`src/rtl/core/h264dp_pkg.sv`:
```
// ----------------------------------------------------------------------------
// h264dp_pkg
// Shared types and constants of the H.264 RTP depacketiser: NAL codes, result
// kinds and the command word passed from the front end to the back end.
// ----------------------------------------------------------------------------
package h264dp_pkg;

    localparam int QUEUE_DEPTH_DEF = 4;

    // NAL unit types and header fields.
    localparam logic [4:0] NAL_IDR        = 5'd5;
    localparam logic [4:0] NAL_SPS        = 5'd7;
    localparam logic [4:0] NAL_PPS        = 5'd8;
    localparam logic [4:0] NAL_SINGLE_MAX = 5'd23;
    localparam logic [4:0] NAL_STAP_A     = 5'd24;
    localparam logic [4:0] NAL_FU_A       = 5'd28;
    localparam logic [7:0] NAL_TYPE_MASK  = 8'h1F;
    localparam logic [7:0] NAL_FNRI_MASK  = 8'hE0;
    localparam int         FU_START_BIT   = 7;
    localparam int         FU_END_BIT     = 6;

    // Result kinds.
    typedef enum logic [1:0] {
        KIND_FRAME = 2'd0,
        KIND_END   = 2'd1,
        KIND_SPS   = 2'd2,
        KIND_PPS   = 2'd3
    } t_kind;

    // Where the bytes of the current unit go.
    typedef enum logic [1:0] {
        DEST_FRAME = 2'd0,
        DEST_NONE  = 2'd1,
        DEST_SPS   = 2'd2,
        DEST_PPS   = 2'd3
    } t_dest;

    // STAP-A parse phase.
    typedef enum logic [2:0] {
        STAP_LEN_HI = 3'b001,
        STAP_LEN_LO = 3'b010,
        STAP_BODY   = 3'b100
    } t_stap;

    // Output steps of one command, in emission order.
    localparam int STEP_PRE     = 0;
    localparam int STEP_SC_LAST = 4;
    localparam int STEP_BYTE    = 5;
    localparam int STEP_POST    = 6;
    localparam int STEPS        = 7;

    typedef struct packed {
        logic        pre_close;
        logic        pre_key;
        logic [31:0] pre_ts;
        logic        start_code;
        logic        byte_en;
        t_kind       byte_kind;
        logic [7:0]  byte_val;
        logic        byte_ue;
        logic        post_close;
        logic        post_key;
        logic [31:0] post_ts;
    } t_cmd;

endpackage

```
`src/rtl/core/h264dp_front.sv`:
```
// ----------------------------------------------------------------------------
// h264dp_front
// Accepts payload bytes, tracks the packetisation state and turns each byte
// into one command describing the results it causes.
// ----------------------------------------------------------------------------
module h264dp_front import h264dp_pkg::*; (
    input  logic        i_clk,
    input  logic        i_rst_n,
    input  logic        i_in_valid,
    output logic        o_in_ready,
    input  logic [7:0]  i_payload_byte,
    input  logic        i_byte_first,
    input  logic        i_byte_last,
    input  logic [15:0] i_packet_length,
    input  logic        i_marker,
    input  logic [31:0] i_rtp_timestamp,
    input  logic        i_space,
    output logic        o_push,
    output t_cmd        o_cmd
);

    logic [15:0] r_pos, n_pos;
    logic [4:0]  r_type, n_type;
    logic [7:0]  r_fu_ind, n_fu_ind;
    logic [7:0]  r_fhs, n_fhs;
    logic [7:0]  r_ulh, n_ulh;
    logic [15:0] r_rem, n_rem;
    t_dest       r_dest, n_dest;
    logic        r_stopped, n_stopped;
    logic        r_open, n_open;
    logic        r_key, n_key;
    logic [31:0] r_ts, n_ts;
    t_stap       r_phase, n_phase;

    t_cmd        cmd;
    logic        accept;

    always_comb begin
        logic [15:0] pos;
        logic [15:0] size;
        logic [4:0]  nt;
        logic        single;

        pos       = i_byte_first ? 16'd0 : r_pos;
        n_pos     = (pos != 16'hFFFF) ? pos + 16'd1 : pos;
        n_type    = r_type;
        n_fu_ind  = r_fu_ind;
        n_fhs     = r_fhs;
        n_ulh     = r_ulh;
        n_rem     = r_rem;
        n_dest    = r_dest;
        n_stopped = r_stopped;
        n_open    = r_open;
        n_key     = r_key;
        n_ts      = r_ts;
        n_phase   = r_phase;
        cmd       = '0;
        size      = {r_ulh, i_payload_byte};
        nt        = i_payload_byte[4:0];

        if (pos == 16'd0) begin
            n_type    = i_payload_byte[4:0];
            n_fu_ind  = i_payload_byte;
            n_fhs     = '0;
            n_ulh     = '0;
            n_rem     = '0;
            n_dest    = DEST_NONE;
            n_stopped = 1'b0;
            n_phase   = STAP_LEN_HI;
        end
        single = (n_type != 5'd0) && (n_type <= NAL_SINGLE_MAX);

        if (single) begin
            if (pos == 16'd0) begin
                if (n_type == NAL_SPS) begin
                    n_dest = DEST_SPS;
                end else if (n_type == NAL_PPS) begin
                    n_dest = DEST_PPS;
                end else begin
                    if (!n_open) begin
                        n_open = 1'b1;
                        n_key  = (n_type == NAL_IDR);
                        n_ts   = i_rtp_timestamp;
                    end
                    cmd.start_code = 1'b1;
                    n_dest = DEST_FRAME;
                end
            end
            if (n_dest != DEST_NONE) begin
                cmd.byte_en  = 1'b1;
                cmd.byte_val = i_payload_byte;
                cmd.byte_ue  = i_byte_last && (n_dest != DEST_FRAME);
                if (i_byte_last && (n_dest == DEST_FRAME) && i_marker && n_open) begin
                    cmd.post_close = 1'b1;
                    cmd.post_key   = n_key;
                    cmd.post_ts    = n_ts;
                    n_open = 1'b0;
                    n_key  = 1'b0;
                end
            end
        end else if (n_type == NAL_FU_A) begin
            if (pos == 16'd1) begin
                n_fhs = i_payload_byte;
                if (i_payload_byte[FU_START_BIT]) begin
                    if (n_open) begin
                        cmd.pre_close = 1'b1;
                        cmd.pre_key   = n_key;
                        cmd.pre_ts    = n_ts;
                        n_open = 1'b0;
                        n_key  = 1'b0;
                    end
                    n_open = 1'b1;
                    n_key  = (nt == NAL_IDR);
                    n_ts   = i_rtp_timestamp;
                    cmd.start_code = 1'b1;
                    cmd.byte_en    = 1'b1;
                    cmd.byte_val   = (n_fu_ind & NAL_FNRI_MASK)
                                   | (i_payload_byte & NAL_TYPE_MASK);
                end
            end else if ((pos >= 16'd2) && n_open) begin
                cmd.byte_en  = 1'b1;
                cmd.byte_val = i_payload_byte;
            end
            if (i_byte_last && (pos >= 16'd1) && n_open
                && (n_fhs[FU_END_BIT] || i_marker)) begin
                cmd.post_close = 1'b1;
                cmd.post_key   = n_key;
                cmd.post_ts    = n_ts;
                n_open = 1'b0;
                n_key  = 1'b0;
            end
        end else if (n_type == NAL_STAP_A) begin
            if ((pos >= 16'd1) && !n_stopped) begin
                unique case (r_phase)
                    STAP_LEN_HI: begin
                        if ({1'b0, pos} + 17'd2 <= {1'b0, i_packet_length}) begin
                            n_ulh   = i_payload_byte;
                            n_phase = STAP_LEN_LO;
                        end else begin
                            n_stopped = 1'b1;
                        end
                    end
                    STAP_LEN_LO: begin
                        if ({2'b0, pos} + 18'd1 + {2'b0, size}
                            > {2'b0, i_packet_length}) begin
                            n_stopped = 1'b1;
                        end else if (size == 16'd0) begin
                            n_phase = STAP_LEN_HI;
                        end else begin
                            n_rem   = size;
                            n_dest  = DEST_NONE;
                            n_phase = STAP_BODY;
                        end
                    end
                    STAP_BODY: begin
                        if (n_dest == DEST_NONE) begin
                            if (nt == NAL_SPS) begin
                                n_dest = DEST_SPS;
                            end else if (nt == NAL_PPS) begin
                                n_dest = DEST_PPS;
                            end else begin
                                if (!n_open) begin
                                    n_open = 1'b1;
                                    n_key  = 1'b0;
                                    n_ts   = i_rtp_timestamp;
                                end
                                if (nt == NAL_IDR) begin
                                    n_key = 1'b1;
                                end
                                cmd.start_code = 1'b1;
                                n_dest = DEST_FRAME;
                            end
                        end
                        cmd.byte_en  = 1'b1;
                        cmd.byte_val = i_payload_byte;
                        cmd.byte_ue  = (n_rem == 16'd1) && (n_dest != DEST_FRAME);
                        n_rem = n_rem - 16'd1;
                        if (n_rem == 16'd0) begin
                            n_phase = STAP_LEN_HI;
                        end
                    end
                    default: begin
                        n_phase = STAP_LEN_HI;
                    end
                endcase
            end
            if (i_byte_last && i_marker && n_open) begin
                cmd.post_close = 1'b1;
                cmd.post_key   = n_key;
                cmd.post_ts    = n_ts;
                n_open = 1'b0;
                n_key  = 1'b0;
            end
        end

        // Byte destination codes line up with the result kinds.
        unique case (n_dest)
            DEST_SPS: cmd.byte_kind = KIND_SPS;
            DEST_PPS: cmd.byte_kind = KIND_PPS;
            default:  cmd.byte_kind = KIND_FRAME;
        endcase

        if (cmd.byte_en && (n_type == NAL_STAP_A) && (n_rem == 16'd0)) begin
            n_dest = DEST_NONE;
        end

        if (i_byte_last) begin
            n_pos = 16'd0;
        end
    end

    assign o_in_ready = i_space;
    assign accept     = i_in_valid && i_space;
    assign o_push     = accept
                      && (cmd.pre_close || cmd.start_code || cmd.byte_en || cmd.post_close);
    assign o_cmd      = cmd;

    always_ff @(posedge i_clk) begin
        if (!i_rst_n) begin
            r_pos     <= '0;
            r_type    <= '0;
            r_fu_ind  <= '0;
            r_fhs     <= '0;
            r_ulh     <= '0;
            r_rem     <= '0;
            r_dest    <= DEST_FRAME;
            r_stopped <= 1'b0;
            r_open    <= 1'b0;
            r_key     <= 1'b0;
            r_ts      <= '0;
            r_phase   <= STAP_LEN_HI;
        end else if (accept) begin
            r_pos     <= n_pos;
            r_type    <= n_type;
            r_fu_ind  <= n_fu_ind;
            r_fhs     <= n_fhs;
            r_ulh     <= n_ulh;
            r_rem     <= n_rem;
            r_dest    <= n_dest;
            r_stopped <= n_stopped;
            r_open    <= n_open;
            r_key     <= n_key;
            r_ts      <= n_ts;
            r_phase   <= n_phase;
        end
    end

endmodule

```
`src/rtl/core/h264dp_queue.sv`:
```
// ----------------------------------------------------------------------------
// h264dp_queue
// Small register FIFO of commands between the front end and the back end.
// ----------------------------------------------------------------------------
module h264dp_queue import h264dp_pkg::*; #(
    parameter int DEPTH = QUEUE_DEPTH_DEF
) (
    input  logic i_clk,
    input  logic i_rst_n,
    input  logic i_push,
    input  t_cmd i_cmd,
    output logic o_space,
    input  logic i_pop,
    output logic o_valid,
    output t_cmd o_cmd
);

    localparam int AW = (DEPTH > 1) ? $clog2(DEPTH) : 1;
    localparam int CW = $clog2(DEPTH + 1);

    t_cmd          r_mem [DEPTH];
    logic [AW-1:0] r_wptr, n_wptr;
    logic [AW-1:0] r_rptr, n_rptr;
    logic [CW-1:0] r_count, n_count;
    logic          do_pop;

    assign o_space = (r_count != CW'(DEPTH));
    assign o_valid = (r_count != '0);
    assign o_cmd   = r_mem[r_rptr];
    assign do_pop  = i_pop && o_valid;

    always_comb begin
        n_wptr  = r_wptr;
        n_rptr  = r_rptr;
        n_count = r_count;
        if (i_push) begin
            n_wptr = (r_wptr == AW'(DEPTH - 1)) ? '0 : r_wptr + 1'b1;
        end
        if (do_pop) begin
            n_rptr = (r_rptr == AW'(DEPTH - 1)) ? '0 : r_rptr + 1'b1;
        end
        if (i_push && !do_pop) begin
            n_count = r_count + 1'b1;
        end else if (!i_push && do_pop) begin
            n_count = r_count - 1'b1;
        end
    end

    always_ff @(posedge i_clk) begin
        if (i_push) begin
            r_mem[r_wptr] <= i_cmd;
        end
    end

    always_ff @(posedge i_clk) begin
        if (!i_rst_n) begin
            r_wptr  <= '0;
            r_rptr  <= '0;
            r_count <= '0;
        end else begin
            r_wptr  <= n_wptr;
            r_rptr  <= n_rptr;
            r_count <= n_count;
        end
    end

endmodule

```
`src/rtl/core/h264dp_back.sv`:
```
// ----------------------------------------------------------------------------
// h264dp_back
// Expands each command into its result items, one per unstalled cycle, into an
// output register: frame end before, start code, byte, frame end after.
// ----------------------------------------------------------------------------
module h264dp_back import h264dp_pkg::*; (
    input  logic        i_clk,
    input  logic        i_rst_n,
    input  logic        i_q_valid,
    input  t_cmd        i_q_cmd,
    output logic        o_q_pop,
    output logic        o_out_valid,
    input  logic        i_out_ready,
    output logic [1:0]  o_kind,
    output logic [7:0]  o_out_byte,
    output logic        o_unit_end,
    output logic        o_keyframe,
    output logic [31:0] o_frame_timestamp,
    output logic        o_last
);

    t_cmd             r_cmd;
    logic [STEPS-1:0] r_mask, n_mask;
    logic [STEPS-1:0] sel, rem, load_mask;
    logic             emit, slot_free, pop;

    logic             r_valid;
    t_kind            r_kind, n_kind;
    logic [7:0]       r_byte, n_byte;
    logic             r_ue, n_ue;
    logic             r_key, n_key;
    logic [31:0]      r_ts, n_ts;
    logic             r_last;

    assign sel       = r_mask & (~r_mask + 1'b1);
    assign rem       = r_mask & ~sel;
    assign emit      = (r_mask != '0) && (!r_valid || i_out_ready);
    assign slot_free = (r_mask == '0) || (emit && (rem == '0));
    assign pop       = slot_free && i_q_valid;
    assign o_q_pop   = pop;
    assign load_mask = {i_q_cmd.post_close, i_q_cmd.byte_en,
                        {(STEP_SC_LAST - STEP_PRE){i_q_cmd.start_code}},
                        i_q_cmd.pre_close};

    always_comb begin
        n_kind = KIND_FRAME;
        n_byte = 8'd0;
        n_ue   = 1'b0;
        n_key  = 1'b0;
        n_ts   = 32'd0;
        if (sel[STEP_PRE]) begin
            n_kind = KIND_END;
            n_key  = r_cmd.pre_key;
            n_ts   = r_cmd.pre_ts;
        end else if (sel[STEP_SC_LAST]) begin
            n_byte = 8'd1;
        end else if (sel[STEP_BYTE]) begin
            n_kind = r_cmd.byte_kind;
            n_byte = r_cmd.byte_val;
            n_ue   = r_cmd.byte_ue;
        end else if (sel[STEP_POST]) begin
            n_kind = KIND_END;
            n_key  = r_cmd.post_key;
            n_ts   = r_cmd.post_ts;
        end

        if (pop) begin
            n_mask = load_mask;
        end else if (emit) begin
            n_mask = rem;
        end else begin
            n_mask = r_mask;
        end
    end

    always_ff @(posedge i_clk) begin
        if (pop) begin
            r_cmd <= i_q_cmd;
        end
        if (emit) begin
            r_kind <= n_kind;
            r_byte <= n_byte;
            r_ue   <= n_ue;
            r_key  <= n_key;
            r_ts   <= n_ts;
            r_last <= (rem == '0);
        end
    end

    always_ff @(posedge i_clk) begin
        if (!i_rst_n) begin
            r_mask  <= '0;
            r_valid <= 1'b0;
        end else begin
            r_mask <= n_mask;
            if (emit) begin
                r_valid <= 1'b1;
            end else if (i_out_ready) begin
                r_valid <= 1'b0;
            end
        end
    end

    assign o_out_valid       = r_valid;
    assign o_kind            = r_kind;
    assign o_out_byte        = r_byte;
    assign o_unit_end        = r_ue;
    assign o_keyframe        = r_key;
    assign o_frame_timestamp = r_ts;
    assign o_last            = r_last;

endmodule

```
`src/rtl/core/h264_rtp_depacketizer.sv`:
```
// ----------------------------------------------------------------------------
// h264_rtp_depacketizer
// H.264 RTP depacketiser: single NAL units, FU-A and STAP-A in, Annex B
// frame bytes, SPS/PPS bytes and frame-end markers out.
//
//   channel  | dir | handshake                  | payload
//   ---------+-----+----------------------------+------------------------------
//   bytes in | in  | i_in_valid / o_in_ready    | byte, first, last, length,
//            |     |                            | marker, timestamp
//   results  | out | o_out_valid / i_out_ready  | kind, byte, unit_end,
//            |     |                            | keyframe, timestamp, last
//
// One payload byte is accepted per cycle while the command queue has room.
// A byte causes up to seven results; the back end sends one result per
// cycle unless i_out_ready stalls it, and the queue absorbs start-code
// bursts. A result passes the queue, the back end's step mask and its
// output register. Synchronous reset clears all control state.
// ----------------------------------------------------------------------------
module h264_rtp_depacketizer import h264dp_pkg::*; #(
    parameter int QUEUE_DEPTH = QUEUE_DEPTH_DEF
) (
    input  logic        i_clk,
    input  logic        i_rst_n,
    input  logic        i_in_valid,
    output logic        o_in_ready,
    input  logic [7:0]  i_payload_byte,
    input  logic        i_byte_first,
    input  logic        i_byte_last,
    input  logic [15:0] i_packet_length,
    input  logic        i_marker,
    input  logic [31:0] i_rtp_timestamp,
    output logic        o_out_valid,
    input  logic        i_out_ready,
    output logic [1:0]  o_kind,
    output logic [7:0]  o_out_byte,
    output logic        o_unit_end,
    output logic        o_keyframe,
    output logic [31:0] o_frame_timestamp,
    output logic        o_last
);

    logic q_space, q_push, q_valid, q_pop;
    t_cmd push_cmd, head_cmd;

    h264dp_front u_front (
        .i_clk           (i_clk),
        .i_rst_n         (i_rst_n),
        .i_in_valid      (i_in_valid),
        .o_in_ready      (o_in_ready),
        .i_payload_byte  (i_payload_byte),
        .i_byte_first    (i_byte_first),
        .i_byte_last     (i_byte_last),
        .i_packet_length (i_packet_length),
        .i_marker        (i_marker),
        .i_rtp_timestamp (i_rtp_timestamp),
        .i_space         (q_space),
        .o_push          (q_push),
        .o_cmd           (push_cmd)
    );

    h264dp_queue #(
        .DEPTH (QUEUE_DEPTH)
    ) u_queue (
        .i_clk   (i_clk),
        .i_rst_n (i_rst_n),
        .i_push  (q_push),
        .i_cmd   (push_cmd),
        .o_space (q_space),
        .i_pop   (q_pop),
        .o_valid (q_valid),
        .o_cmd   (head_cmd)
    );

    h264dp_back u_back (
        .i_clk             (i_clk),
        .i_rst_n           (i_rst_n),
        .i_q_valid         (q_valid),
        .i_q_cmd           (head_cmd),
        .o_q_pop           (q_pop),
        .o_out_valid       (o_out_valid),
        .i_out_ready       (i_out_ready),
        .o_kind            (o_kind),
        .o_out_byte        (o_out_byte),
        .o_unit_end        (o_unit_end),
        .o_keyframe        (o_keyframe),
        .o_frame_timestamp (o_frame_timestamp),
        .o_last            (o_last)
    );

endmodule
```
`config.mk`:
```
export PLATFORM = sky130hd
export DESIGN_NAME = h264_rtp_depacketizer
export DESIGN_NICKNAME = d
export VERILOG_FILES = /design/src/rtl/core/h264dp_pkg.sv /design/src/rtl/core/h264dp_front.sv /design/src/rtl/core/h264dp_queue.sv /design/src/rtl/core/h264dp_back.sv /design/src/rtl/core/h264_rtp_depacketizer.sv
export SDC_FILE = /design/constraint.sdc
export NUM_CORES = 1
export LEC_CHECK = 0
export BUFFER_PORTS_ARGS = -buffer_cell sky130_fd_sc_hd__buf_2
export CORE_ASPECT_RATIO = 1.75
export CORE_MARGIN = 1.5
export CORE_UTILIZATION = 45
export CTS_BUF_LIST = sky130_fd_sc_hd__clkbuf_2 sky130_fd_sc_hd__clkbuf_4 sky130_fd_sc_hd__clkbuf_8
export DETAILED_ROUTE_END_ITERATION = 10
export PLACE_DENSITY = 0.63
export SYNTH_ARGS = -nofsm -noshare
export SYNTH_HDL_FRONTEND = slang
export SYNTH_SLANG_ARGS = --single-unit
```
`constraint.sdc`:
```
create_clock -name i_clk -period 18.39 [get_ports i_clk]
set_input_delay 1.839 -clock i_clk [delete_from_list [all_inputs] [get_ports i_clk]]
set_output_delay 1.839 -clock i_clk [all_outputs]
set_load 0.02 [all_outputs]
```
======== After elaboration in Yosys (flattened, before gate mapping) ========
Memories as Yosys holds them, arrays and structs flattened. A register that Yosys moved wholly into a read port is not among the register bits.
Cells that the tools add are included.
storage, ports and cells
  flip-flop bits (word level) ............. 238
  bits in writable memories ............... 324
  input bits .............................. 63
  output and inout bits ................... 47
  memories ................................ 1
cells by class
  add/subtract/negate cells ............... 10
  $lt $le $gt $ge ......................... 5
  eq/ne operators ......................... 21
  multiplexer cells ....................... 181
  bitwise operators ....................... 6
  reductions and logical operators ........ 53
memory list
  memory         words  bits a word  read ports  clocked after Yosys merged registers in  wr ports  RTL line            text
  u_queue.r_mem  4      81           1           1                                        1         h264dp_queue.sv:21  t_cmd r_mem [DEPTH];
operator list
  operator                                                             number
  2-to-1 mux 32 bit                                                    18
  2-to-1 mux 34 bit                                                    7
  2-to-1 mux 16 bit                                                    10
  2-to-1 mux 8 bit                                                     18
  2-to-1 mux 43 bit                                                    3
  2-to-1 mux 1 bit                                                     72
  zero test 16 bit                                                     4
  2-to-1 mux 2 bit                                                     30
  2-to-1 mux 36 bit                                                    1
  2-to-1 mux 35 bit                                                    1
  2-to-1 mux 3 bit                                                     11
  == test 16 x 1 -> 1 bit (second input constant)                      2
  case mux 16 bit (2 select lines)                                     1
  logical AND 1 bit                                                    23
  == test 5 x 3 -> 1 bit (second input constant)                       4
  adder 18 x 16 -> 18 bit                                              1
  > comparator 18 x 16 -> 1 bit                                        1
  2-to-1 mux 9 bit                                                     2
  adder 16 x 1 -> 17 bit (second input constant)                       1
  adder 16 x 2 -> 17 bit (second input constant)                       1
  <= comparator 17 x 16 -> 1 bit                                       1
  adder 16 x 1 -> 16 bit (second input constant)                       1
  greater-or-equal comparator 16 x 1 -> 1 bit (second input constant)  1
  greater-or-equal comparator 16 x 2 -> 1 bit (second input constant)  1
  other kinds (36)                                                     61

======== Longest topological paths before layout ========
Gate-level depths: netlist of the first run.
  depth in word-level cells ............... 23
  depth in mapped cells ................... 32

======== Hierarchy ========
A second synthesis of the first run with hierarchy kept.
second synthesis, totals
  cells, all modules ...................... 2145
  area total of the unflattened synthesis .. 26750.7 um^2
modules (own cells, without submodules)
  module        times used  cells each  area an instance (um^2)  seq. area each (um^2)
  h264dp_queue  1           470         12228.0                  9909.5
  h264dp_front  1           1434        9945.8                   1781.7
  h264dp_back   1           241         4576.9                   3823.7

======== Least setup slack after synthesis of the first run ========
No wires, ideal clock.
  path kind ............................... input to register
  start ................................... in i_byte_first
  end ..................................... reg u_front.r_dest[1]
  library setup time ...................... 122 ps
  data arrival time ....................... 7437 ps
  required time ........................... 18268 ps
  setup slack ............................. 10831 ps
  cell stages on the path ................. 32
  path buffers ............................ 3
  cell sequence ........................... clkbuf_1 -> clkbuf_1 -> nor2b_1 -> ha_1 -> and3_1 -> and3_1 -> and4b_1 -> nand2_1 -> xor2_1 -> nor2_1 -> ha_1 -> nand3_1 -> nor2_1 -> a21oi_1 -> a21oi_1 -> o21ai_0 -> nand2_1 -> a21o_1 -> a21oi_1 -> xnor2_1 -> ha_1 -> nand2_1 -> nor2_1 -> or2_2 -> a32oi_1 -> o211a_1 -> buf_4 -> a21oi_1 -> a311o_1 -> a31oi_2 -> a211oi_1 -> a311o_1
on the way
  word-level cells in the longest chain between the ends .. 16
  elaborated cells on any way between the ends .. 60
RTL lines
  element                                                           RTL line                     text
  from (decl)                                                       h264_rtp_depacketizer.sv:27  input logic i_byte_first,
  2-to-1 mux 16 bit *                                               h264dp_front.sv:44           pos = i_byte_first ? 16'd0 : r_pos;
  branches (longest 14 deep; another with adder 18 x 16 -> 18 bit)  n/a
  2-to-1 mux 2 bit *                                                h264dp_front.sv:203          if (cmd.byte_en && (n_type == NAL_STAP_A) && (n_rem == 16'd0)) begin
  to (signal assigned)                                              h264dp_front.sv:239          r_dest <= n_dest;
  to (decl)                                                         h264dp_front.sv:28           t_dest r_dest, n_dest;
Every way passes the cells marked *. The select of a mux whose other input is x is not followed.
A chain may end at the register's enable or synchronous reset.

======== Final worst setup path of the first run ========
Ends and elaborated chain as after synthesis.

==> results of run 1 <==
[area by class of cell]
cell class,count,area [µm²],area share [%]
repair buffers,134,733,2.64
diodes,1,2.50,0.00902
clock buffers,95,1230,4.44
inverters,42,159,0.573
multi-input cells,1130,8810,31.8
clock inverters,50,414,1.49
well taps,690,863,3.11
flip-flops and latches,552,15500,56.0
[path summary, 6_finish.rpt]
check / to / from / cells past startpoint
setup reg to reg: u_front.r_dest[1] / u_front.r_pos[0] / 26
setup / recovery: u_front.r_dest[1] / i_byte_first / 27
hold / removal: u_front.r_fu_ind[5] / u_front.r_fu_ind[5] / 2
hold reg to reg: u_front.r_fu_ind[5] / u_front.r_fu_ind[5] / 2
[per-layer routing]
| layer | part of all wire (%) | track usage [%] | vias up | wire length [µm] |
|---|---|---|---|---|
| li1 | - | - | 7319 | - |
| met1 | 36 | 23.5 | 8076 | 22800 |
| met2 | 55 | 43.3 | 561 | 34700 |
| met3 | 4.7 | 3.59 | 170 | 3010 |
| met4 | 4.6 | 11.7 | 0 | 2910 |
| met5 | 0 | 0 | - | 0 |
[synthesized netlist by cell type, types with 35 or more instances]
library cell / number / area [µm²]
dfxtp_1: 106 / 2120
nor2_1: 174 / 653
nor3_1: 35 / 175
nand2_1: 90 / 338
edfxtp_1: 446 / 13400
mux2i_1: 44 / 440
mux4_2: 81 / 1820
o21ai_0: 54 / 270
and3_1: 56 / 350
a22o_1: 66 / 578
inv_1: 40 / 150
clkbuf_1: 75 / 282
ha_1: 64 / 801
a21oi_1: 99 / 495
[worst max-delay path: stages]
cell and delay (ns):
buf_2 0.31, nor2b_1 0.49, ha_1 0.30, nand3_2 0.15, nor4_4 0.49, xnor2_1 0.17
nor2_1 0.09, ha_1 0.40, a21o_1 0.17, a21oi_1 0.22, a21oi_1 0.10, o21ai_0 0.14
nand2_1 0.11, a21o_1 0.19, a21oi_1 0.16, xnor2_1 0.14, ha_1 0.26, nand2_1 0.07
nor2_1 0.06, or2_2 0.27, a32oi_1 0.42, o211a_1 0.47, a21oi_1 0.15, a311o_1 0.36
a31oi_2 0.29, a211oi_1 0.09, a311o_1 0.33
[state kept, by name, indices dropped and copies added, names as in the netlist, 3 cells and up, named ones only]
name and cells:
u_back.o_frame_timestamp 32, u_back.o_out_byte 8, u_back.r_cmd 77, u_back.r_mask 7, u_front.r_fu_ind 3, u_front.r_phase 3, u_front.r_pos 16, u_front.r_rem 16
u_front.r_ts 32, u_front.r_type 5, u_front.r_ulh 8, u_queue.r_count 3, u_queue.r_mem 324
[power by group through the flow]
stage,Clock (mW),Combinational [mW],Sequential (mW)
floorplan,0,0.519,1.85
global placement,0,0.821,1.82
detailed placement,0,0.834,1.83
CTS,1.02,0.836,1.80
global route,1.07,0.885,1.82
finish,0.995,0.819,1.80
[cells by family (layout without fill, tap and decap cells)]
family	count (synthesis)	in the layout
muxes	126	126
other	0	1
xor gates and xnor gates	41	41
adders and majority gates	67	67
DFF	552	552
buffers and inverters	150	321
AOI/OAI and AO/OA	378	378
and+or+nand+nor	518	518
==> impl_results.md, run 1 <==
- Number of max-cap violations: 0
- Switching share of total power: 30.9%
- Commonest non-fill, non-tap cell in the layout: edfxtp_1
- Sw Pwr: 1.12 mW
- Detailed-route DRC error count: 0
- Initial drt markers: about 1.4k
- DR vias: 16.1k
- Clock power frac: 27.5%
- Simple-Gate Fraction of Synth Area: 10.6%
- CTS tree: built
- Dpl hpwl: roughly 41000 µm
- Slew margin rel.: approximately a fifth
- Die Area: 56700 µm²
- Vias in the first global route: 16.8k
- Die Width: roughly 180 µm
- Post-CTS Resized: 0
- Xor/xnor cell area share of the yosys netlist: 1.45%
- Gate Count Post-Synth: between 1.5k and 2k
- Final Worst Setup Slack: approximately 11 ns
- Fill cell count: 4634
- Hold Crit Class: register to register
- Fin area: 27700 µm²
- Post-synthesis compound-gate area fraction: roughly a tenth
- Power Density: 130 nW/µm²
- Synth Area per Inst: 13.6 µm²
- First-pass GRT wire length: roughly 96000 µm
- Final core occ: 51.0%
- Layout cells sized above 1: about 19%
- GRT overflow: 0
- Syn_nets: 1961
- Root Buffer: clkbuf_8
- Cell area after synthesis: 24800 µm²
- Worst hold slack: 0.463 ns
- Register area share after synthesis: 62.5%
- Core ar.: 54400 µm²
- Peak VDD IR: around 0.096 mV
- CTS max path bufs: 3
- Crit path kind: primary input to register
- Adder-cell area share of the yosys netlist: 3.43%
- Final antenna-violating net count: 0
- Mux cell area share after synthesis: 9.16%
- Max-slew violations: 0
- Synth cell types: slightly below 90
- Drt pass-1 iters: 6
- Post-CTS Hold Fix Bufs: 0
- Minimum clock period: between 7 and 8 ns
- I/O Pins: 110
- Num rows: 113
- EDFF count, synth: 446
- Crit. End Element: register
- Final setup viols: 0
- Worst-Margin Slew: about 1.2 ns
- Final std cells w/o fill: 2694
- Clk_lat worst skew: 0.66 ns
- Startpoint Class: primary input
- Commonest cells after routing, fill and taps aside: 446 x edfxtp_1, 172 x nor2_1, 109 x buf_2, 104 x dfxtp_1, 99 x a21oi_1
- P&R area growth vs syn: 11.6%
- Total GRT Usage: 22.6%
- Placed cells: 2548
- R2r setup slk: 11.65 ns
- Vias per inst: roughly 6
- Clock sink count: 552
- Worst clock skew: around 0.028 ns
- RSZ-0062 raised after global routing: false
- Synth Register Bits: 552
- Fin crit share: 42.3%
- Int Pwr: roughly 2.5 mW
- Number of clock buffers inserted by TritonCTS: 78
- Max Clk Rate: roughly 130 MHz
- Largest net degree at the start of global routing: 56
- Post-place instance area: between 20000 and 30000 µm²
- CP max FO: 37
- Comb pwr share: 22.7%
- Ys Warns: 0
- Gpl congestion: 0.920
- Initial Util: 45.6%
- Seq pwr share: 49.8%
- WL final: 63400 µm
- Leakage: 10.1 nW
- Clock slew at reported path FFs: around 0.070 ns
- IO buf count: 109
- H-tree depth: 3
- CP required: approximately 19 ns
- Post-CTS setup buffer count: 0
- Fin nets: just over 2k
- Hold Fails Final Rpt: 0
- Status: complete, no violations
- DP Worst Slack: 10.02 ns
- Setup TNS Final: 0 ns
- Die height: 314 µm
- Initial antenna violation count: 2
- Post-synth ARST share: 0%
- Post-route total power: roughly 3.6 mW
- CP Data Arrival Time: between 8 and 9 ns
- Largest family of logic cells by synthesized area: simple AND/OR/NAND/NOR gates
- Drt wl/cell: 23.5 µm
- Synth Flop Type: edfxtp_1
No activity file was read; power rests on OpenSTA's default activity.
==> run 2, diff against run 1 <==
--- a/config.mk
+++ b/config.mk
@@ -11,7 +11,7 @@
 export CORE_UTILIZATION = 45
 export CTS_BUF_LIST = sky130_fd_sc_hd__clkbuf_2 sky130_fd_sc_hd__clkbuf_4 sky130_fd_sc_hd__clkbuf_8
 export DETAILED_ROUTE_END_ITERATION = 10
-export PLACE_DENSITY = 0.63
+export PLACE_DENSITY = 0.66
 export SYNTH_ARGS = -nofsm -noshare
 export SYNTH_HDL_FRONTEND = slang
 export SYNTH_SLANG_ARGS = --single-unit
==> constraint.sdc (replaced) <==
create_clock -name i_clk -period 7.1 [get_ports i_clk]
set_input_delay 0.71 -clock i_clk [delete_from_list [all_inputs] [get_ports i_clk]]
set_output_delay 0.71 -clock i_clk [all_outputs]
set_load 0.02 [all_outputs]
==> run 2 against run 1 <==
Compared with the run above:
- die area is the same
- flip-flop and latch count is the same
- register-to-register slack lost 11 ns
- clock-buffer cell count grew 24
- via count grew 0.29%
- first-iteration DRC count shrank 18%
- global-route usage grew 0.93 points
- critical path depth grew 2
- clock power grew to 2.6 times the previous value
- wire length grew 4.0%
- worst setup slack lost 9.9 ns
- critical path type is now register to register
- largest power group unchanged
- highest routed layer unchanged
==> impl_results.md, run 2 (same netlist as run 1, synthesis figures left out) <==
- Status: complete, no violations
- Vias in the first global route: 17.0k (+1.2%)
- Slew margin rel.: 26.4% (+7.8 points)
- Post-CTS Resized: 0 (unchanged)
- Dpl hpwl: 44600 µm (+10%)
- Commonest non-fill, non-tap cell in the layout: edfxtp_1
- Setup TNS Final: 0 ns (unchanged)
- Die height: 314 µm (unchanged)
- Max reg flops: 324 (unchanged)
- IO buf count: 109 (unchanged)
- CTS max path bufs: 3 (unchanged)
- DR vias: 16.2k (+0.29%)
- Startpoint Class: register
- Clk_lat worst skew: 0.65 ns (about the same)
- Vias per inst: 5.95 (-0.53%)
- Initial Util: 45.6% (unchanged)
- H-tree depth: 3 (unchanged)
- Clock sink count: 552 (unchanged)
- Drt wl/cell: 24.3 µm (+3.1%)
- Max Clk Rate: 155 MHz
- Largest net degree at the start of global routing: 56 (unchanged)
- I/O Pins: 110 (unchanged)
- Fin nets: 2089 (+1.1%)
- Worst clock skew: 0.0221 ns (-0.00541 ns)
- First-pass GRT wire length: 99800 µm (+3.5%)
- Layout cells sized above 1: 20.7% (+1.4 points)
- P&R area growth vs syn: 12.5%
- RSZ-0062 raised after global routing: false
- Crit path from: u_front.r_pos[2]
- Fin area: 28000 µm² (+0.78%)
- Hold Path Cell Cnt: 3 (+1)
- Final antenna-violating net count: 0 (unchanged)
- Total GRT Usage: 23.5% (+0.93 points)
- R2r setup slk: 0.67 ns (-10.98 ns)
- Root Buffer: clkbuf_8
- GRT overflow: 0 (unchanged)
- Critical Path Slowest Stage Cell: dfxtp_1
- Commonest cells after routing, fill and taps aside: 446 x edfxtp_1, 172 x nor2_1, 109 x buf_2, 104 x dfxtp_1, 99 x a21oi_1
- CP Data Arrival Time: 6.98 ns (-1.33 ns)
- Initial drt markers: 1110 (-18%)
- Worst flop-to-flop path startpoint: u_front.r_pos[2]
- Hold Path Origin: i_rtp_timestamp[0]
- Minimum clock period: 6.43 ns
- Number of clock buffers inserted by TritonCTS: 78 (unchanged)
- Largest Register: u_queue.r_mem
- Final Worst Setup Slack: 0.666 ns (-9.95 ns)
- Leakage: 10.3 nW (+1.5%)
- Gpl congestion: 0.963 (+4.7%)
- Die Width: 181 µm (unchanged)
- Post-CTS setup buffer count: 0 (unchanged)
- Crit path kind: register to register
- Final setup viols: 0 (unchanged)
- Top Registers: u_queue.r_mem x324, u_back.r_cmd x77
- R2R depth: 29 (+12%)
- Worst-Margin Slew: 1.10 ns (-0.111 ns)
- Post-CTS Hold Fix Bufs: 0 (unchanged)
- Clock slew at reported path FFs: 0.08 ns (about the same)
- Fin crit share: 90.6%
- CTS tree: built
- Core ar.: 54400 µm² (unchanged)
- Max-slew violations: 0 (unchanged)
- CP max FO: 7 (-81%)
- Hold Crit Class: primary input to register
- WL final: 65900 µm (+4.0%)
- Drt pass-1 iters: 6 (unchanged)
- Worst stage delay on the critical path: 0.44 ns (-0.05 ns)
- Post-place instance area: 26300 µm² (+0.70%)
- Hold Fails Final Rpt: 0 (unchanged)
- Num rows: 113 (unchanged)
- Detailed-route DRC error count: 0 (unchanged)
- Peak VDD IR: 0.217 mV (+130%)
- DP Worst Slack: 0.289 ns (-9.73 ns)
- Initial antenna violation count: 1 (-1)
- Die Area: 56700 µm² (unchanged)
- Power Density: 338 nW/µm² (+160%)
- Crit. End Element: register
- Number of max-cap violations: 0 (unchanged)
- CP required: 7.64 ns (-11.28 ns)
## run 2: cell types whose count changed in the layout (fill, tap and decap cells not counted)
cell / previous run / this run
buf_12: 0 / 2
buf_4: 25 / 45
bufinv_16: 5 / 3
clkbuf_4: 12 / 30
clkbuf_8: 83 / 89
clkinv_1: 20 / 10
clkinv_2: 15 / 6
clkinv_4: 2 / 0
clkinv_8: 2 / 0
inv_6: 1 / 2
o21ai_2: 0 / 1
o21ai_4: 1 / 0
## run 2: path summary, 6_finish.rpt
kind / end
hold reg to reg: u_front.r_fu_ind[5]
setup reg to reg: u_front.r_dest[1]
hold / removal: u_front.r_ts[0]
setup / recovery: u_front.r_dest[1]
## run 2: report_power, final
part | total, mW | switching, mW | internal, mW
clock network | 2.63 | 1.20 | 1.43
registers | 4.64 | 0.290 | 4.36
logic | 2.18 | 1.42 | 0.759
## run 2: area by class of cell
class                      count  area [µm²]
clock buffer                 119        1450
antenna                        1        2.50
clock inverter                26         230
tap                          690         863
sequential                   552       15500
fill                        4497       26500
inverter                      42         159
multi-input combinational   1130        8800
timing repair buffer         156         923
## run 2: stage by stage
step | power [mW] | hold slack (ns) | utilization (%) | instances
after CTS | 9.56 | 0.269 | 51.3 | 2715
final | 9.45 | 0.312 | 51.3 | 2716
after global placement | 6.87 | 0.440 | 48.3 | 2570
after detailed placement | 6.94 | 0.449 | 48.3 | 2570
after floorplan | 6.12 | 0.433 | - | 1832
after global routing | 9.85 | 0.308 | 51.3 | 2716
## run 2: per-layer routing
metal	up-vias	GRT usage (%)	wire length [µm]
met4	0	14.8	3920
li1	7366	-	-
met1	8001	23.6	22600
met2	605	45.0	36300
met3	200	3.58	3130
met5	-	0	0
## run 2: worst max-delay path, delay by kind of cell, from the launching register on
family,cells,cell delay (ns)
flops,1,0.44
xor+xnor,2,0.30
fa+ha+maj,3,0.80
compound gates,10,2.11
simple gates,14,2.67
==> run 3, diff against run 2 <==
--- a/config.mk
+++ b/config.mk
@@ -9,7 +9,7 @@
 export CORE_ASPECT_RATIO = 1.75
 export CORE_MARGIN = 1.5
 export CORE_UTILIZATION = 45
-export CTS_BUF_LIST = sky130_fd_sc_hd__clkbuf_2 sky130_fd_sc_hd__clkbuf_4 sky130_fd_sc_hd__clkbuf_8
+export CTS_BUF_LIST = sky130_fd_sc_hd__clkbuf_16
 export DETAILED_ROUTE_END_ITERATION = 10
 export PLACE_DENSITY = 0.66
 export SYNTH_ARGS = -nofsm -noshare
==> run 3 against run 2 <==
Compared with the run above:
- register-to-register slack better by 0.02 ns
- fmax up 0.37%
- non-clock buffer count unchanged
- final area down 0.64%
- clock-buffer cell count down 72
- critical endpoint unchanged
- clock skew up 0.0050 ns
- hold slack better by 0.069 ns
- clock power down 3%
- cell count down 2.2%
- largest cell class unchanged
- core utilization down 0.33 points
- worst setup slack better by 0.024 ns
==> impl_results.md, run 3 (same netlist as run 1, synthesis figures left out) <==
- Status: complete, no violations
- DP Worst Slack: 0.289 ns (unchanged)
- Setup TNS Final: 0 ns (unchanged)
- Number of max-cap violations: 0 (unchanged)
- Drt pass-1 iters: 7 (+1)
- Crit path kind: register to register
- Number of clock buffers inserted by TritonCTS: 47 (-40%)
- Initial Util: 45.6% (unchanged)
- Post-CTS setup buffer count: 0 (unchanged)
- First-pass GRT wire length: 99400 µm (-0.45%)
- Fin crit share: 90.3% (-0.33 points)
- R2R depth: 27 (-6.9%)
- IO buf count: 109 (unchanged)
- Worst stage delay on the critical path: 0.52 ns (+0.08 ns)
- Commonest non-fill, non-tap cell in the layout: edfxtp_1
- Hold Fails Final Rpt: 0 (unchanged)
- P&R area growth vs syn: 11.8%
- Met2 global-route usage: 44.8% (-0.24 points)
- Root Buffer: clkbuf_16
- WL final: 65600 µm (-0.44%)
- CP required: 7.58 ns (-0.06 ns)
- Worst Hold End: u_front.r_ts[0]
- Worst-Margin Slew: 1.13 ns (+0.0304 ns)
- Critical Path Slowest Stage Cell: dfxtp_1
- Minimum clock period: 6.41 ns (-0.0237 ns)
- Max reg flops: 324 (unchanged)
- Hold Path Cell Cnt: 3 (unchanged)
- Final Worst Setup Slack: 0.690 ns (+0.0237 ns)
- Largest Register: u_queue.r_mem
- Startpoint Class: register
- Initial drt markers: 1191 (+7.3%)
- Worst clock skew: 0.0271 ns (+0.00501 ns)
- Max Clk Rate: 156 MHz (+0.37%)
- I/O Pins: 110 (unchanged)
- Total GRT Usage: 23.3% (-0.19 points)
- Hold Path Origin: i_rtp_timestamp[0]
- Crit. End Element: register
- Initial antenna violation count: 1 (unchanged)
- Power Density: 337 nW/µm² (-0.34%)
- Leakage: 10.2 nW (-1.0%)
- Worst flop-to-flop path startpoint: u_front.r_pos[0]
- Core ar.: 54400 µm² (unchanged)
- Clk_lat worst skew: 0.59 ns (-0.06 ns)
- CP max FO: 7 (unchanged)
- Fin nets: 2058 (-1.5%)
- Die Area: 56700 µm² (unchanged)
- Detailed-route DRC error count: 0 (unchanged)
- Max-slew violations: 0 (unchanged)
- Critical R2R Capture: u_front.r_dest[1]
- Clock slew at reported path FFs: 0.07 ns (about the same)
- RSZ-0062 raised after global routing: false
- H-tree depth: 2 (-1)
- Post-CTS Resized: 0 (unchanged)
- Largest net degree at the start of global routing: 56 (unchanged)
- Busiest layer in global routing: met2
- Dpl hpwl: 44600 µm (unchanged)
- CTS max path bufs: 3 (unchanged)
- Vias in the first global route: 16.7k (-1.7%)
- CP Data Arrival Time: 6.89 ns (-0.09 ns)
- Final antenna-violating net count: 0 (unchanged)
- Commonest cells after routing, fill and taps aside: 446 x edfxtp_1, 172 x nor2_1, 109 x buf_2, 104 x dfxtp_1, 99 x a21oi_1
- Gpl congestion: 0.963 (unchanged)
- Top Registers: u_queue.r_mem x324, u_back.r_cmd x77
- Die height: 314 µm (unchanged)
- Hold Crit Class: primary input to register
- Final setup viols: 0 (unchanged)
- Die Width: 181 µm (unchanged)
- Grt met1 use: 23.8% (+0.23 points)
- Num rows: 113 (unchanged)
- Layout cells sized above 1: 17.7% (-3.0 points)
- Slew margin rel.: 24.4% (-2.0 points)
- Post-CTS Hold Fix Bufs: 0 (unchanged)
- Drt wl/cell: 24.7 µm (+1.8%)
- DR vias: 16.0k (-0.91%)
- Clock sink count: 552 (unchanged)
- GRT overflow: 0 (unchanged)
- Vias per inst: 6.03 (+1.3%)
- R2r setup slk: 0.69 ns (+0.02 ns)
- M3 GR Usage: 2.86% (-0.72 points)
- CTS tree: built
- Peak VDD IR: 0.231 mV (+6.7%)
[run 3: cell types whose count changed in the layout (fill, tap and decap cells not counted)]
cell	delta
bufinv_16	+2
clkbuf_16	+47
clkbuf_4	-30
clkbuf_8	-89
clkinv_1	-1
clkinv_2	+1
clkinv_8	+2
clkinvlp_4	-2
inv_1	+13
inv_8	-3
[run 3: worst max path at each step]
stage / from / end / cells past startpoint
after floorplan: u_back.r_mask[0] / u_queue.r_count[2] / 13
after global placement: i_byte_first / u_front.r_dest[1] / 31
after detailed placement: i_byte_first / u_front.r_dest[1] / 30
after CTS: u_front.r_pos[2] / u_front.r_dest[1] / 29
after global routing: u_front.r_pos[2] / u_front.r_dest[1] / 29
final: u_front.r_pos[0] / u_front.r_dest[1] / 27
[run 3: cell type report]
type / instances / area, µm²
tap: 690 / 863
inverter: 42 / 159
timing repair buffer: 156 / 923
sequential: 552 / 15500
fill: 4509 / 26700
antenna: 1 / 2.50
multi-input combinational: 1130 / 8800
clock inverter: 38 / 324
clock buffer: 47 / 1180
[run 3: per-layer routing]
metal	up-vias	wire [µm]
met5	-	0
met4	0	4240
met3	215	2620
met2	546	35900
met1	7975	22900
li1	7289	-
[run 3: critical path: cells and delay by family (launching register included)]
family | cells | cell delay, ns
adder cells (fa/ha/maj) | 3 | 0.72
AND/OR/NAND/NOR | 13 | 2.70
AO/OA/AOI/OAI | 10 | 2.23
XOR/XNOR | 1 | 0.15
flip-flops | 1 | 0.52
[run 3: through the flow]
step	cells	power [mW]	hold slack, ns	cell area, µm²	utilization, %
finish	2656	9.36	0.381	27800	51.0
global route	2656	9.74	0.398	27800	51.0
CTS	2655	9.46	0.367	27800	51.0
detailed placement	2570	6.94	0.449	26300	48.3
global placement	2570	6.87	0.440	26300	48.3
floorplan	1832	6.12	0.433	24800	-
[run 3: report_power, final]
| part | total (mW) | internal [mW] | switching, mW |
|---|---|---|---|
| Sequential | 4.64 | 4.35 | 0.289 |
| Combinational | 2.18 | 0.759 | 1.42 |
| Clock | 2.54 | 1.39 | 1.14 |
| Total | 9.36 | 6.51 | 2.85 |
